### config.mk
export PLATFORM = sky130hd
export DESIGN_NAME = lpht_ram
export DESIGN_NICKNAME = d
export VERILOG_FILES = /design/src/rtl/lpht_ram.sv
export SDC_FILE = /design/constraint.sdc
export NUM_CORES = 2
export LEC_CHECK = 0
export ABC_AREA = 1
export BUFFER_PORTS_ARGS = -buffer_cell sky130_fd_sc_hd__buf_2
export CAP_MARGIN = 20
export CORE_MARGIN = 10
export CORE_UTILIZATION = 50
export DETAILED_ROUTE_END_ITERATION = 10
export PLACE_DENSITY = 0.65
export SKIP_CTS_REPAIR_TIMING = 1
export SLEW_MARGIN = 20
export SYNTH_ARGS = -nofsm -noshare
export SYNTH_HDL_FRONTEND = slang
export SYNTH_SLANG_ARGS = --single-unit
### constraint.sdc
create_clock -name clk -period 5 [get_ports clk]
set_input_delay 0.5 -clock clk [delete_from_list [all_inputs] [get_ports clk]]
set_output_delay 0.5 -clock clk [all_outputs]
set_load 0.01 [all_outputs]
### src/rtl/lpht_ram.sv
// ----------------------------------------------------------------------------
// lpht_ram
// Simple dual-port RAM: one write port, one read port with registered data.
// ----------------------------------------------------------------------------
module lpht_ram #(
  parameter int ADDR_BITS = 10,
  parameter int WIDTH     = 2
) (
  input  logic                 clk,
  input  logic                 we,
  input  logic [ADDR_BITS-1:0] waddr,
  input  logic [WIDTH-1:0]     wdata,
  input  logic [ADDR_BITS-1:0] raddr,
  output logic [WIDTH-1:0]     rdata
);

  logic [WIDTH-1:0] mem [2**ADDR_BITS];

  always_ff @(posedge clk) begin
    if (we) begin
      mem[waddr] <= wdata;
    end
    rdata <= mem[raddr];
  end

endmodule

Yosys cells after proc, flatten, opt, wreduce, memory -nomap -nowiden
Memory sizes are Yosys's and may differ from the RTL's. A register that Yosys moved wholly into a read port is not among the register bits.
Cells that the tools add are included.
{"block": "word_totals", "in_bits": 24, "ramBits": 2048, "n_memories": 1, "out_inout_bits": 2, "reg_bits": 0, "wordCells": 3}
{"block": "op_classes", "mux": 2}
{"memory": "mem", "depth": 1024, "width": 2, "rd": 1, "rd_ports_with_merged_regs": 1, "write_ports": 1, "line_no": "17", "source": "logic [WIDTH-1:0] mem [2**ADDR_BITS];"}
{"cell": "two-way mux 1 bit", "n": 2}

Logic depth before layout (Yosys ltp)
{"block": "logic_depth", "word_depth": 2, "ltp_mapped": 17, "ltp_nobuf": 13}

Least setup slack after synthesis
OpenSTA, ideal clock, no wires.
{"block": "synth_timing", "path_type": "input -> register", "from": "in waddr[2]", "to": "mem mem[443][0] (enable)", "path_buffers": 3, "arrival_ps": 1825, "setup_ps": 309, "stages": 8, "slack_ps": 2866, "cell_sequence": "buf_2 nor3_1 inv_1 nor2_1 nand2_1 clkbuf_1 buf_1 nor2_1"}
{"element": "start: declaration", "line_no": "11", "source": "input logic [ADDR_BITS-1:0] waddr,"}
{"element": "end: declaration", "line_no": "17"}
Straight into the memory's write port.

==> impl_metrics.yaml <==
clocking:
  clk_path_buf_depth: 3
  cts_tree: "done"
  cts-htree-levels: 4
  clk_pin_slew_ns: 0.05
  cts_buffers: 200
  cts_root_buffer: "clkbuf_16"
  cts_sinks: 2050
  insertion_delay_ns: 0.84
timing:
  fin_crit_sh_pct: 63.2
  period_needed_ns: 3.16
  report.final.slew_viol_count: 0
  hold_viol: 0
  rsz0062_at_grt: "no"
  clock-skew-final_ns: 0.0233
  finalSetupTns_ns: 0
  setup_viol: 0
  worst-slew-pin-transition_ns: 1.18
  relSlewSlack_pct: 21.5
  fmax_mhz: 316
  whs_ns: 0.0360
global_routing:
  grt_pass1_wl_um: 357000
  overflow: 0
  grt_pass1_vias: 58600
  grt_max_degree: 255
  grt_usage_pct: 24.6
  antenna_found_initial: 11
synth:
  synthTopCellsByArea: "edfxtp_1 71%, nand3_1 12%, nand2_1 9.1%"
  yosysSeqAreaShare_pct: 70.8
  yosys.area.top_type: "edfxtp_1"
  synth-xor-area-share_pct: 0
  avgSynthCellArea_um2: 10.9
  synth-edff-count: 2048
  ys_ff_latch: 2050
  yosysUniqueCellTypes: 17
  async_flop_share_pct: 0
  synthCells: 7976
  ys_warn_count: 0
  syn_area_mm2: 0.0870
  ys.flop_type: "edfxtp_1"
  synth_compound_area_share_pct: 0
  synth_common_cells: "2119 x nand2_1, 2049 x nand3_1, 2048 x edfxtp_1"
  synth_top_area_share_pct: 70.7
  syn_nets: 8000
  muxShareOfSynthArea_pct: 0
  synth-simple-area-share_pct: 25.6
  synth_fa_ha_area_share_pct: 0
  synth.most_common_cell: "nand2_1"
  synth_top_family_by_area: "simple AND/OR/NAND/NOR gates"
min_path:
  min_path_type: "in2reg"
place:
  gp_congestion: 0.840
  dpl.hpwl_um: 124000
  numPortBuffers: 25
  place_inst: 9809
  dpl_cell_area_mm2: 0.0888
detailed_routing:
  via_count: 60100
  drt-total-wl_um: 242000
  wl_per_cell_um: 23.8
  vias_per_cell: 5.90
  drt_iter0_drc: 7315
  drcViolationCount: 0
  first_pass_iters: 6
  antenna_left: 0
finish:
  area_growth_pct: 9.28
  drive_above_1_share_pct: 6.02
  nets: 7725
  finish.instance_area_mm2: 0.0950
  instances_no_fill: 10200
power:
  leakage_uw: 0.0319
  total_power_uw: 35400
  power_density_mw_per_mm2: 373
  vdd_drop_max_uv: 388
run:
  maxCapViolCount: 0
floorplan:
  initial_core_util_pct: 50.5
  die_x_um: 437
  ioPinCount: 26
  dieArea_mm2: 0.191
  die_y_um: 437
  rows: 152
  core_area_mm2: 0.172
critical_path:
  critPathLaunchType: "input port"
  critPathRequiredTime_ns: 5.74
  path_class: "in2reg"
  worst-path-max-fanout: 254
  critPathCaptureType: "flip-flop"
  worst_ep_arrival_time_ns: 3.90
outcome:
  status: "finished clean"
per-stage QoR:
stage	setup slack, ns	utilization (%)
floorplan	2.87	-
global placement	1.24	51.5
detailed placement	1.23	51.5
CTS	2.11	55.1
global route	1.86	55.1
finish	1.84	55.1
cell usage in the layout, fill, tap and decap left out, drive strengths merged:
cell type | netlist | final
clkinvlp | 0 | 2
bufinv | 0 | 12
edfxtp | 2048 | 2048
nor3 | 24 | 24
buf | 384 | 168
inv | 43 | 50
clkinv | 2 | 100
clkbuf | 261 | 245
nand2 | 2119 | 2119
nand3 | 2049 | 2049
dfxtp | 2 | 2
diode | 0 | 9
nand4 | 5 | 5
nor2 | 1039 | 1039
report_power, final:
| group | internal, µW | switching [µW] | total, µW | leakage [µW] |
|---|---|---|---|---|
| clock | 8020 | 6410 | 14400 | 0.00303 |
| combinational | 495 | 1590 | 2090 | 0.0104 |
| sequential | 18900 | 9.77 | 18900 | 0.0184 |
cell families after synthesis:
family | count (synthesis)
AND/OR/NAND/NOR | 5236
flip-flops | 2050
buffers and inverters | 690
flip-flops by register name (all words and copies together), names as in the netlist:
name	count
mem	2048
rdata	2
per-layer routing:
layer,track usage (%),vias up,share of wire (%)
met5,0,-,0.011
met4,9.87,4,3.9
met3,4.43,532,9.2
met2,40.8,2809,48
met1,32.2,29500,39
li1,-,27200,-
layout make-up:
cell class	count	area [µm²]
antenna	9	22.5
clock buffer	245	5220
clock inverter	119	968
fill	14600	77300
inverter	45	206
multi-input combinational	5236	22400
sequential	2050	61500
tap	2310	2890
timing repair buffer	168	1730
critical path, stage by stage:
cell     delay [ns]
buf_8          0.44
inv_16         0.36
buf_12         0.50
nand2_1        0.18
nand3_1        0.08
nand3_1        0.12
nand3_1        0.14
nand3_1        0.14
nand3_1        0.13
nand3_1        0.20
nand3_1        0.24
nand3_1        0.16
nand2_1        0.07
nand2_1        0.06
nand2_1        0.04
worst paths after layout:
kind                    start  cells after the start  endpoint  slack, ns
hold reg to reg   mem[695][1]                     12  rdata[1]       1.15
hold / removal       raddr[9]                      3  rdata[0]       0.04
setup / recovery     raddr[0]                     15  rdata[0]       1.84
setup reg to reg  mem[781][1]                     12  rdata[1]       2.78
No activity file was read; power rests on OpenSTA's default activity.
